File: src/design/abkf_pkg.sv
`default_nettype none
package abkf_pkg;

	localparam int FracBits = 24;
	localparam int DataW = 32;
	localparam int NoiseW = 31;
	localparam int DtW = 25;

	// Reset values of the noise registers: round(x * 2^FracBits).
	localparam logic [NoiseW-1:0] QAngleRst = NoiseW'(((64'd1 << FracBits) + 64'd500) / 1000);
	localparam logic [NoiseW-1:0] QBiasRst = NoiseW'(((64'd3 << FracBits) + 64'd500) / 1000);
	localparam logic [NoiseW-1:0] RMeasRst = NoiseW'(((64'd30 << FracBits) + 64'd500) / 1000);

	localparam logic [1:0] RegQAngle = 2'd0;
	localparam logic [1:0] RegQBias = 2'd1;
	localparam logic [1:0] RegRMeas = 2'd2;

	// Shared unit operations.
	typedef enum logic [1:0] {
		OP_ADD,
		OP_SUB,
		OP_MUL
	} alu_op_t;

	// Sequencer states.
	typedef enum logic [1:0] {
		ST_IDLE,
		ST_RUN,
		ST_DIV,
		ST_DONE
	} state_t;

	localparam int StepW = 5;

	// Step that forms S, after which the gains are divided out, and the final step.
	localparam logic [StepW-1:0] StepS = StepW'(13);
	localparam logic [StepW-1:0] StepLast = StepW'(26);

	typedef logic signed [DataW-1:0] word_t;

	// Saturate a 64-bit signed value to 32 bits.
	function automatic logic [DataW:0] sat32(input logic signed [63:0] v);
		logic [DataW:0] r;
		if (v > 64'sh7FFF_FFFF) begin
			r = {1'b1, 32'h7FFF_FFFF};
		end else if (v < -64'sh8000_0000) begin
			r = {1'b1, 32'h8000_0000};
		end else begin
			r = {1'b0, v[DataW-1:0]};
		end
		return r;
	endfunction

endpackage
`default_nettype wire

File: src/design/abkf_alu.sv
`default_nettype none
// Shared add, subtract and fractional multiply unit, result registered.
module abkf_alu (
	input  wire                  clk,
	input  abkf_pkg::alu_op_t    op,
	input  abkf_pkg::word_t      a,
	input  abkf_pkg::word_t      b,
	output abkf_pkg::word_t      res_q,
	output logic                 sat_q
);
	logic signed [63:0] wide;
	logic signed [63:0] prod;
	logic [abkf_pkg::DataW:0] s;

	// One operation per cycle; the product shift floors by the arithmetic shift.
	always_comb begin
		prod = 64'(a) * 64'(b);
		unique case (op)
			abkf_pkg::OP_ADD: wide = 64'(a) + 64'(b);
			abkf_pkg::OP_SUB: wide = 64'(a) - 64'(b);
			abkf_pkg::OP_MUL: wide = prod >>> abkf_pkg::FracBits;
			default:          wide = 64'(a) + 64'(b);
		endcase
		s = abkf_pkg::sat32(wide);
	end

	always_ff @(posedge clk) begin
		res_q <= s[abkf_pkg::DataW-1:0];
		sat_q <= s[abkf_pkg::DataW];
	end
endmodule
`default_nettype wire

File: src/design/abkf_div.sv
`default_nettype none
// Restoring divider: (num * 2^FracBits) / den, truncated toward zero, saturated.
// One quotient bit per cycle; den is positive.
module abkf_div (
	input  wire              clk,
	input  wire              arst_n,
	input  wire              start,
	input  abkf_pkg::word_t  num,
	input  abkf_pkg::word_t  den,
	output logic             busy,
	output abkf_pkg::word_t  quo_q,
	output logic             sat_q
);
	localparam int NumW = abkf_pkg::DataW + abkf_pkg::FracBits;
	localparam int CntW = $clog2(NumW + 1);

	logic [NumW-1:0] dvd_q;
	logic [NumW-1:0] qb_q;
	logic [abkf_pkg::DataW:0] rem_q;
	logic [abkf_pkg::DataW-1:0] den_q;
	logic neg_q;
	logic [CntW-1:0] cnt_q;
	logic busy_q;
	logic [abkf_pkg::DataW:0] rem_sh;
	logic [abkf_pkg::DataW:0] rem_try;
	logic qbit;
	logic [NumW-1:0] qb_nx;
	logic signed [NumW:0] sq;
	logic [abkf_pkg::DataW:0] fin;
	logic [abkf_pkg::DataW-1:0] mag;

	assign busy = busy_q;

	// The final quotient is formed from the next quotient bits, so it is
	// registered together with the last bit and is ready as busy falls.
	always_comb begin
		rem_sh = {rem_q[abkf_pkg::DataW-1:0], dvd_q[NumW-1]};
		rem_try = rem_sh - {1'b0, den_q};
		qbit = !rem_try[abkf_pkg::DataW];
		qb_nx = {qb_q[NumW-2:0], qbit};
		mag = num[abkf_pkg::DataW-1] ? 32'(-num) : num;
		if (neg_q) begin
			sq = -$signed({1'b0, qb_nx});
		end else begin
			sq = $signed({1'b0, qb_nx});
		end
		fin = abkf_pkg::sat32(64'(sq));
	end

	// Control state.
	always_ff @(posedge clk or negedge arst_n) begin
		if (!arst_n) begin
			busy_q <= 1'b0;
			cnt_q <= '0;
		end else if (start) begin
			busy_q <= 1'b1;
			cnt_q <= CntW'(NumW);
		end else if (busy_q) begin
			cnt_q <= cnt_q - 1'b1;
			if (cnt_q == CntW'(1)) begin
				busy_q <= 1'b0;
			end
		end
	end

	// Datapath: one bit a cycle, result captured on the last step.
	always_ff @(posedge clk) begin
		if (start) begin
			dvd_q <= {mag, {abkf_pkg::FracBits{1'b0}}};
			den_q <= den;
			rem_q <= '0;
			qb_q <= '0;
			neg_q <= num[abkf_pkg::DataW-1];
		end else if (busy_q) begin
			dvd_q <= {dvd_q[NumW-2:0], 1'b0};
			qb_q <= qb_nx;
			if (qbit) begin
				rem_q <= rem_try;
			end else begin
				rem_q <= rem_sh;
			end
			if (cnt_q == CntW'(1)) begin
				quo_q <= fin[abkf_pkg::DataW-1:0];
				sat_q <= fin[abkf_pkg::DataW];
			end
		end
	end
endmodule
`default_nettype wire

File: src/design/angle_bias_kalman_filter.sv
`default_nettype none
// Channel | Direction | Handshake     | Payload
// in      | input     | valid / stall | measured_angle, measured_rate, time_step
// out     | output    | valid / stall | angle_estimate, bias_estimate, overflow_flag
// cfg     | input     | valid / ready | cfg_index, cfg_data
//
// A result is offered once its sample has passed 27 steps of the shared
// add/multiply unit, each one presenting operands and then writing back,
// two divisions (launch, 56 quotient bits, take) and the output load.
// A non-positive S skips both divisions.
// Reset clears the filter state and loads the default noise values.
// The input stalls until the result is loaded, so no new sample is taken
// while one is in work; a held result stalls a finished sample until it
// has left. Configuration is always ready.
module angle_bias_kalman_filter (
	input  wire                clk,
	input  wire                arst_n,
	input  wire                in_valid,
	output logic               in_stall,
	input  wire signed [31:0]  measured_angle,
	input  wire signed [31:0]  measured_rate,
	input  wire [24:0]         time_step,
	output logic               out_valid,
	input  wire                out_stall,
	output logic signed [31:0] angle_estimate,
	output logic signed [31:0] bias_estimate,
	output logic               overflow_flag,
	input  wire                cfg_valid,
	output logic               cfg_ready,
	input  wire [1:0]          cfg_index,
	input  wire [30:0]         cfg_data
);
	abkf_pkg::state_t state_q, state_d;
	logic [abkf_pkg::StepW-1:0] step_q;
	logic ph_q;
	logic [abkf_pkg::NoiseW-1:0] qa_q, qb_q, rm_q;
	abkf_pkg::word_t ang_q, bia_q, c00_q, c01_q, c10_q, c11_q;
	abkf_pkg::word_t z_q, rate_q, dt_q, t_q, dp_q, s_q, k0_q, k1_q, y_q;
	logic flag_q;
	logic div_sel_q, div_wait_q;
	logic out_valid_q;
	abkf_pkg::alu_op_t op;
	abkf_pkg::word_t a, b, r;
	logic rsat;
	logic div_start, div_busy, div_sat;
	abkf_pkg::word_t div_q;
	logic in_take, out_take, step_end, s_bad, div_take, publish;
	abkf_pkg::word_t qa_w, qb_w, rm_w;

	assign qa_w = abkf_pkg::word_t'({1'b0, qa_q});
	assign qb_w = abkf_pkg::word_t'({1'b0, qb_q});
	assign rm_w = abkf_pkg::word_t'({1'b0, rm_q});
	assign cfg_ready = 1'b1;
	assign out_valid = out_valid_q;
	assign in_take = in_valid && !in_stall;
	assign out_take = out_valid && !out_stall;
	assign step_end = (state_q == abkf_pkg::ST_RUN) && ph_q;
	assign s_bad = s_q[abkf_pkg::DataW-1] || (s_q == '0);
	assign div_take = div_wait_q && !div_busy;

	abkf_alu u_alu (
		.clk(clk), .op(op), .a(a), .b(b), .res_q(r), .sat_q(rsat)
	);

	abkf_div u_div (
		.clk(clk), .arst_n(arst_n), .start(div_start),
		.num(div_sel_q ? c10_q : c00_q), .den(s_q),
		.busy(div_busy), .quo_q(div_q), .sat_q(div_sat)
	);

	// Operand selection for each step of the sequence.
	always_comb begin
		op = abkf_pkg::OP_ADD;
		a = '0;
		b = '0;
		case (step_q)
			5'd0:  begin op = abkf_pkg::OP_SUB; a = rate_q; b = bia_q; end
			5'd1:  begin op = abkf_pkg::OP_MUL; a = dt_q;   b = t_q;   end
			5'd2:  begin op = abkf_pkg::OP_ADD; a = ang_q;  b = t_q;   end
			5'd3:  begin op = abkf_pkg::OP_MUL; a = dt_q;   b = c11_q; end
			5'd4:  begin op = abkf_pkg::OP_SUB; a = dp_q;   b = c01_q; end
			5'd5:  begin op = abkf_pkg::OP_SUB; a = t_q;    b = c10_q; end
			5'd6:  begin op = abkf_pkg::OP_ADD; a = t_q;    b = qa_w;  end
			5'd7:  begin op = abkf_pkg::OP_MUL; a = dt_q;   b = t_q;   end
			5'd8:  begin op = abkf_pkg::OP_ADD; a = c00_q;  b = t_q;   end
			5'd9:  begin op = abkf_pkg::OP_SUB; a = c01_q;  b = dp_q;  end
			5'd10: begin op = abkf_pkg::OP_SUB; a = c10_q;  b = dp_q;  end
			5'd11: begin op = abkf_pkg::OP_MUL; a = qb_w;   b = dt_q;  end
			5'd12: begin op = abkf_pkg::OP_ADD; a = c11_q;  b = t_q;   end
			5'd13: begin op = abkf_pkg::OP_ADD; a = c00_q;  b = rm_w;  end
			5'd14: begin op = abkf_pkg::OP_SUB; a = z_q;    b = ang_q; end
			5'd15: begin op = abkf_pkg::OP_MUL; a = k0_q;   b = y_q;   end
			5'd16: begin op = abkf_pkg::OP_MUL; a = k1_q;   b = y_q;   end
			5'd17: begin op = abkf_pkg::OP_ADD; a = ang_q;  b = t_q;   end
			5'd18: begin op = abkf_pkg::OP_ADD; a = bia_q;  b = dp_q;  end
			5'd19: begin op = abkf_pkg::OP_MUL; a = k0_q;   b = c00_q; end
			5'd20: begin op = abkf_pkg::OP_MUL; a = k1_q;   b = c00_q; end
			5'd21: begin op = abkf_pkg::OP_SUB; a = c00_q;  b = t_q;   end
			5'd22: begin op = abkf_pkg::OP_SUB; a = c10_q;  b = dp_q;  end
			5'd23: begin op = abkf_pkg::OP_MUL; a = k0_q;   b = c01_q; end
			5'd24: begin op = abkf_pkg::OP_MUL; a = k1_q;   b = c01_q; end
			5'd25: begin op = abkf_pkg::OP_SUB; a = c01_q;  b = t_q;   end
			5'd26: begin op = abkf_pkg::OP_SUB; a = c11_q;  b = dp_q;  end
			default: begin op = abkf_pkg::OP_ADD; a = '0;   b = '0;    end
		endcase
	end

	// Next-state logic.
	always_comb begin
		state_d = state_q;
		unique case (state_q)
			abkf_pkg::ST_IDLE: if (in_take) state_d = abkf_pkg::ST_RUN;
			abkf_pkg::ST_RUN: begin
				if (step_end && step_q == abkf_pkg::StepS) state_d = abkf_pkg::ST_DIV;
				else if (step_end && step_q == abkf_pkg::StepLast) state_d = abkf_pkg::ST_DONE;
			end
			abkf_pkg::ST_DIV: if (s_bad || (div_take && div_sel_q)) state_d = abkf_pkg::ST_RUN;
			abkf_pkg::ST_DONE: if (publish) state_d = abkf_pkg::ST_IDLE;
			default: state_d = abkf_pkg::ST_IDLE;
		endcase
	end

	// Output logic.
	always_comb begin
		in_stall = (state_q != abkf_pkg::ST_IDLE);
		div_start = (state_q == abkf_pkg::ST_DIV) && !s_bad && !div_wait_q;
		publish = (state_q == abkf_pkg::ST_DONE) && (!out_valid_q || out_take);
	end

	// Sequencer, filter state and output register. Each step presents its
	// operands with ph low and writes the unit's registered result with ph high.
	// The divide phase launches k0, takes it, launches k1 and takes it.
	always_ff @(posedge clk or negedge arst_n) begin
		if (!arst_n) begin
			state_q <= abkf_pkg::ST_IDLE;
			step_q <= '0;
			ph_q <= 1'b0;
			div_sel_q <= 1'b0;
			div_wait_q <= 1'b0;
			qa_q <= abkf_pkg::QAngleRst;
			qb_q <= abkf_pkg::QBiasRst;
			rm_q <= abkf_pkg::RMeasRst;
			ang_q <= '0; bia_q <= '0;
			c00_q <= '0; c01_q <= '0; c10_q <= '0; c11_q <= '0;
			t_q <= '0; dp_q <= '0; s_q <= '0; y_q <= '0;
			k0_q <= '0; k1_q <= '0;
			flag_q <= 1'b0;
			out_valid_q <= 1'b0;
			angle_estimate <= '0;
			bias_estimate <= '0;
			overflow_flag <= 1'b0;
		end else begin
			state_q <= state_d;
			if (cfg_valid && cfg_ready) begin
				unique case (cfg_index)
					abkf_pkg::RegQAngle: qa_q <= cfg_data;
					abkf_pkg::RegQBias:  qb_q <= cfg_data;
					abkf_pkg::RegRMeas:  rm_q <= cfg_data;
					default: ;
				endcase
			end
			if (in_take) begin
				step_q <= '0;
				ph_q <= 1'b0;
				flag_q <= 1'b0;
				div_sel_q <= 1'b0;
				div_wait_q <= 1'b0;
			end else if (state_q == abkf_pkg::ST_RUN) begin
				ph_q <= !ph_q;
				if (ph_q) begin
					flag_q <= flag_q | rsat;
					case (step_q)
						5'd2:  ang_q <= r;
						5'd3:  dp_q <= r;
						5'd8:  c00_q <= r;
						5'd9:  c01_q <= r;
						5'd10: c10_q <= r;
						5'd12: c11_q <= r;
						5'd13: s_q <= r;
						5'd14: y_q <= r;
						5'd16: dp_q <= r;
						5'd17: ang_q <= r;
						5'd18: bia_q <= r;
						5'd20: dp_q <= r;
						5'd21: c00_q <= r;
						5'd22: c10_q <= r;
						5'd24: dp_q <= r;
						5'd25: c01_q <= r;
						5'd26: c11_q <= r;
						default: t_q <= r;
					endcase
					if (step_q == abkf_pkg::StepLast) begin
						step_q <= '0;
					end else begin
						step_q <= step_q + 1'b1;
					end
				end
			end else if (state_q == abkf_pkg::ST_DIV) begin
				// A non-positive S leaves both gains at zero.
				if (s_bad) begin
					k0_q <= '0; k1_q <= '0;
					flag_q <= 1'b1;
				end else if (!div_wait_q) begin
					div_wait_q <= 1'b1;
				end else if (!div_busy) begin
					div_wait_q <= 1'b0;
					flag_q <= flag_q | div_sat;
					if (div_sel_q) begin
						k1_q <= div_q;
					end else begin
						k0_q <= div_q;
						div_sel_q <= 1'b1;
					end
				end
			end
			// Result register: loaded once it is free or being moved out.
			if (publish) begin
				angle_estimate <= ang_q;
				bias_estimate <= bia_q;
				overflow_flag <= flag_q;
				out_valid_q <= 1'b1;
			end else if (out_take) begin
				out_valid_q <= 1'b0;
			end
		end
	end

	// Input capture.
	always_ff @(posedge clk) begin
		if (in_take) begin
			z_q <= measured_angle;
			rate_q <= measured_rate;
			dt_q <= abkf_pkg::word_t'({7'd0, time_step});
		end
	end

	// Assertions.
	a_no_take_busy: assert property (@(posedge clk) disable iff (!arst_n)
		(state_q != abkf_pkg::ST_IDLE) |-> in_stall)
		else $error("input taken while busy");
	a_div_only: assert property (@(posedge clk) disable iff (!arst_n)
		div_start |-> (state_q == abkf_pkg::ST_DIV))
		else $error("divider started outside divide phase");
	a_out_hold: assert property (@(posedge clk) disable iff (!arst_n)
		(out_valid && out_stall) |=> out_valid)
		else $error("result dropped");
	a_out_stable: assert property (@(posedge clk) disable iff (!arst_n)
		(out_valid && out_stall) |=> ($stable(angle_estimate) && $stable(bias_estimate)
		&& $stable(overflow_flag)))
		else $error("stalled result changed");
endmodule
`default_nettype wire

File: config.mk
export PLATFORM = sky130hd
export DESIGN_NAME = angle_bias_kalman_filter
export DESIGN_NICKNAME = d
export VERILOG_FILES = /design/src/design/abkf_pkg.sv /design/src/design/abkf_alu.sv /design/src/design/abkf_div.sv /design/src/design/angle_bias_kalman_filter.sv
export SDC_FILE = /design/constraint.sdc
export NUM_CORES = 2
export LEC_CHECK = 0
export ABC_CLOCK_PERIOD_IN_PS = 15200
export BUFFER_PORTS_ARGS = -buffer_cell sky130_fd_sc_hd__buf_2
export CELL_PAD_IN_SITES_DETAIL_PLACEMENT = 1
export CELL_PAD_IN_SITES_GLOBAL_PLACEMENT = 1
export CORE_AREA = 2 2 455 457
export CTS_CLUSTER_SIZE = 20
export DETAILED_ROUTE_END_ITERATION = 16
export DIE_AREA = 0 0 457 459
export HOLD_SLACK_MARGIN = 0.06
export PLACE_DENSITY = 0.77
export RECOVER_POWER = 100
export SLEW_MARGIN = 10
export SYNTH_ARGS = -nofsm -noshare
export SYNTH_HDL_FRONTEND = slang
export SYNTH_HIERARCHICAL = 1
export SYNTH_SLANG_ARGS = --single-unit
File: constraint.sdc
create_clock -name clk -period 15.2 [get_ports clk]
set_input_delay 1.52 -clock clk [delete_from_list [all_inputs] [get_ports clk]]
set_output_delay 1.52 -clock clk [all_outputs]
set_load 0.005 [all_outputs]
* Word-level counts from Yosys, hierarchy flattened
Index checks and enable logic that the tools add are counted.
** Storage, ports and cells
- Bits of input ports :: 127
- Output and inout port bits :: 68
- Word-level logic and storage cells :: 236
- Flip-flop bits (word level) :: 868
** Operators by class
- Reduce and logical (&&, ||, !) cells :: 76
- Bitwise operators :: 6
- Equal/unequal tests :: 45
- Add/sub/neg operators :: 7
- Muxes and demuxes :: 58
- $lt $le $gt $ge :: 4
- Multiply operators :: 1
** Operators by type and width (number)
- 32-bit one-hot mux with 14 select lines :: 1
- 32-bit one-hot mux with 12 select lines :: 1
- 32-bit two-way mux :: 11
- 64-bit one-hot mux with 2 select lines :: 1
- 56-bit two-way mux :: 2
- 33-bit two-way mux :: 2
- 64-bit by 32-bit greater-than comparator with 1-bit output (second input constant) :: 1
- 64-bit by 32-bit < comparator with 1-bit output (second input constant) :: 1
- 32-bit by 32-bit multiplier with 64-bit output :: 1
- 57-bit by 32-bit greater-than comparator with 1-bit output (second input constant) :: 1
- 57-bit by 32-bit < comparator with 1-bit output (second input constant) :: 1
- 57-bit two-way mux :: 1
- 56-bit negation with 57-bit output :: 1
- 5-bit equality test (second input constant) :: 11
- 4-bit AND reduction :: 12
- 5-bit by 4-bit equality test with 1-bit output (second input constant) :: 8
- 32-bit by 32-bit adder with 33-bit output :: 1
- 32-bit by 32-bit subtractor with 33-bit output :: 1
- 33-bit by 32-bit subtractor with 33-bit output :: 1
- 32-bit logical NOT :: 1
- 32-bit negation :: 1
- 1-bit two-way mux :: 26
- 5-bit by 3-bit equality test with 1-bit output (second input constant) :: 4
- 5-bit two-way mux :: 4
- 36 further kinds :: 102

* Longest topological paths before layout
- Word-level depth :: 7
- Depth in mapped cells :: 42
- Depth with buffers taken out :: 36

* Hierarchy
Netlist, hierarchy kept.
** By module, submodules not included
- abkf_alu :: cells an instance 4688, area each 41247.1 um^2, times used 1
- angle_bias_kalman_filter :: cells an instance 2088, area each 28746.3 um^2, times used 1
- abkf_div :: cells an instance 1253, area each 11514.8 um^2, times used 1

* Worst setup path after synthesis
OpenSTA, ideal clock, no wires.
- Kind :: reg-to-reg
- Start point :: register step_q[0] (netlist name)
- End point :: register u_alu.res_q[29]
- Period minus slack after synthesis :: 10.714 ns
- Arrival time :: 10.645 ns
- Buffers on the path :: 6
- Library setup time :: 0.069 ns
- Path slack :: 4.486 ns
- Cell stages (with the launch flop) :: 39
- Path through :: dfrtp_1 ha_1 clkbuf_1 and3_1 ha_1 a21o_1 clkbuf_1 a22oi_1 nand4b_1 clkbuf_1 nand2_1 inv_1 fa_1 fa_1 fa_1 fa_1 inv_1 fa_1 [3 not listed] fa_1 inv_1 fa_1 ha_1 clkbuf_1 a21oi_1 o21ai_1 a221oi_1 o21ai_0 a221oi_2 nand3_1 o31ai_2 a221oi_1 o41a_1 o21a_1 buf_6 buf_6 o21bai_2
** Between the ends
- Word-level cells in the longest chain between the ends :: 7
** RTL lines
- from (decl) :: line angle_bias_kalman_filter.sv:34 : logic [abkf_pkg::StepW-1:0] step_q;
- from (signal assigned) :: line angle_bias_kalman_filter.sv:195 : step_q <= step_q + 1'b1;
- 5-bit equality test, or another cell as far along :: line angle_bias_kalman_filter.sv:76 : case (step_q)
- 3-bit OR reduction (no line) or 2-bit OR reduction (tied branches)
- 32-bit one-hot mux with 14 select lines * :: line angle_bias_kalman_filter.sv:76
- via a[31] :: line angle_bias_kalman_filter.sv:43 : abkf_pkg::word_t a, b, r;
- 32-bit by 32-bit multiplier with 64-bit output, or another cell as far along :: line abkf_alu.sv:17 : prod = 64'(a) * 64'(b);
- 64-bit one-hot mux with 2 select lines * :: line abkf_alu.sv:18 : unique case (op)
- 64-bit by 32-bit < comparator with 1-bit output :: line abkf_pkg.sv:46 : end else if (v < -64'sh8000_0000) begin
- 33-bit two-way mux :: line abkf_pkg.sv:46
- to (signal assigned) :: line abkf_alu.sv:28 : res_q <= s[abkf_pkg::DataW-1:0];
- to (decl) :: line abkf_alu.sv:8 : output abkf_pkg::word_t res_q,
The timed path passes the listed nets; every way through them passes the cells marked *.
A chain may end at the register's enable or synchronous reset.

* Final worst setup path
- Start point :: register step_q[3] (netlist name)
- End point :: register u_alu.res_q[30]
The elaborated chain is that of the path after synthesis.

==> metrics.txt <==
Commonest cells post-synth=inv_1 (1209), fa_1 (1084), nand2_1 (781); fin. max-slew vios=1574; Setup crit end=u_alu/res_q[30]; Hold Buf Count CTS=0; FF+latch area=22100 um2; fmax=70.7 MHz; initial core utilization=39.6%; Yosys warnings=6; Seq/Total Area, Yosys=27.1%; Post-CTS Setup Bufs=0; Port-buffer cells=193; WL/cell=29.0 um; full die area=210000 um2; Num CTS Buffers=84; Reg with most FFs=u_div/qb_q; ys async rst share=64.6%; CP Launch Type=flip-flop; Final WS setup=1060 ps; grt ovf=0; post-route cell area=87600 um2; setup tns final=0 ps; Post-Place Worst Slack=1850 ps; status=finished, violations left; slowest stage delay, CP=1020 ps; Top FF cell, synth=dfrtp_1; violated checks=max-capacitance violations, max-slew violations; gr usage total=29.5%; Critical Path AT=14770 ps; max reg flops=55; initial antenna violation count=32; Die Wd=457 um; Inst Count DP=10.5k; min cycle time layout=14140 ps; worst min-delay path class=flip-flop to flip-flop; FP Rows=167; Final Skew=52.9 ps; multi-input logic area=52600 um2; Final period util=93.0%; first-pass detailed-route iteration total=10; First DRT Iteration DRCs=6479; Clock Latency Late Sink=730 ps; final hold vios=0; fillcell total=22.9k; final net count=9427; Routed WL=311000 um; EDFF count, synth=187; Seq cells post-synth=868; worst setup path class=flip-flop to flip-flop; Longest Clk Path Bufs=3; Critical Path RT=15830 ps; Synth area leader=fa_1; DP Area=85000 um2; Final Non-Filler Cells=10.7k; Clock Sinks=868; layout cells sized above 1=12.0%; Syn Inst Count=8029; max-cap viol count=37; Worst Tran Pin Value=7370 ps; share of the synthesized area in the top cell type=26.6%; Min-Delay Startpoint=s_q[23]; Reg-to-Reg Start=step_q[3]; R2R Path End=u_alu/res_q[30]; CP max stage cell=o21ai_0; post-synth cell types=116; Setup Viol. Count Final=0; DR vias/cell=6.01; core box area=206000 um2; count leader, synth=inv_1; CTS tree=done; first-pass GRT wire length=464000 um; clk root buf=clkbuf_16; chip height=459 um; syn nets=9528; max_slew headroom=-392%; critical path launch point=step_q[3]; largest net degree at the start of global routing=171; FF-to-FF path depth=35; Worst-path clk slew=60 ps; DR vias=64.4k; top cells by area, synth=fa_1 (27%), dfrtp_1 (17%), edfxtp_1 (6.9%); Synth-to-Final Area Change=7.44%; CP endpoint kind=flip-flop; CTS HTree Levels=3; Post-Syn Area=81500 um2; flop2flop setup slack=1060 ps; HPWL Detailed=234000 um; Remaining DRCs=0; IO Pins=195; PostCTS Resize Cnt=0; Post-DRT Antenna Nets=0; peak fanout along the critical path=20; routability cong.=0.978; vias in the first global route=70.0k; RSZ-0062 raised after global routing=false; Mapped Avg Cell Area=10.2 um2
[critical path, delay by kind of cell, from the launching register on]
kind            cells  cell delay [ps]
buf+inv             9             2250
fa+ha+maj           9             3870
flops               1              650
compound gates      9             4320
mux                 1              210
simple gates        7             2680
[worst min path at each step]
stage,slack [ps],depth (start not counted),endpoint
after floorplan,420,0,u_div/den_q[31]
after global placement,460,0,u_div/den_q[25]
after detailed placement,460,0,u_div/den_q[23]
after CTS,470,0,u_div/den_q[23]
after global routing,490,0,u_div/den_q[29]
final,470,0,u_div/den_q[23]
[per-layer routing]
metal	track usage, %	vias to the layer above	wire (um)
met3	5.53	866	26200
met5	0	-	107
li1	-	26400	-
met4	16.4	16	20000
met1	37.4	34000	120000
met2	47.6	3133	145000
[final cells by class]
type / instances / share of cell area [%]
repair buffers: 352 / 2.26
multi-input cells: 5408 / 60.0
inverters: 1214 / 5.20
well taps: 2704 / 3.86
clock inverters: 44 / 0.672
diodes: 11 / 0.0314
clock buffers: 114 / 2.71
flip-flops and latches: 868 / 25.2
[metrics by stage]
step,hold slack [ps],utilization (%)
global route,491,42.6
finish,469,42.6
global placement,457,41.3
detailed placement,460,41.3
floorplan,420,-
CTS,473,42.8
[cell usage in the layout (no fill, tap or decap), types with 30 or more instances in the layout]
cell       count
a21o_1        66
a21oi_1      224
a221oi_1      44
a222oi_1     100
a22o_1        64
a22oi_1      224
and2_1       414
and3_1        53
buf_2        117
buf_4        128
clkbuf_1     118
clkbuf_16     85
dfrtp_1      539
dfxtp_1      120
edfxtp_1     187
fa_1        1084
ha_1         288
inv_1       1209
mux2_1        51
mux2_2       466
mux2i_1       80
nand2_1      782
nand2b_1      53
nand3_1       61
nand4_1      101
nor2_1       336
nor3_1        51
nor4_1        30
o21ai_0      140
o21bai_1      43
o31ai_1       38
or3_1         34
xnor2_1       63
xor2_1        83
[cell families after synthesis]
kind of cell	count (synthesis)	synth area share, %
other	1	0.00460
AO/OA/AOI/OAI	1251	11.3
XOR/XNOR	147	1.58
flip-flops	868	27.1
AND/OR/NAND/NOR	2040	12.4
buffers and inverters	1753	8.50
multiplexers	597	8.13
adder cells (fa/ha/maj)	1372	31.0
Power is left out: the tool's default activity adds up to more than one toggle a clock period on the data nets, which glitch-free logic cannot reach.
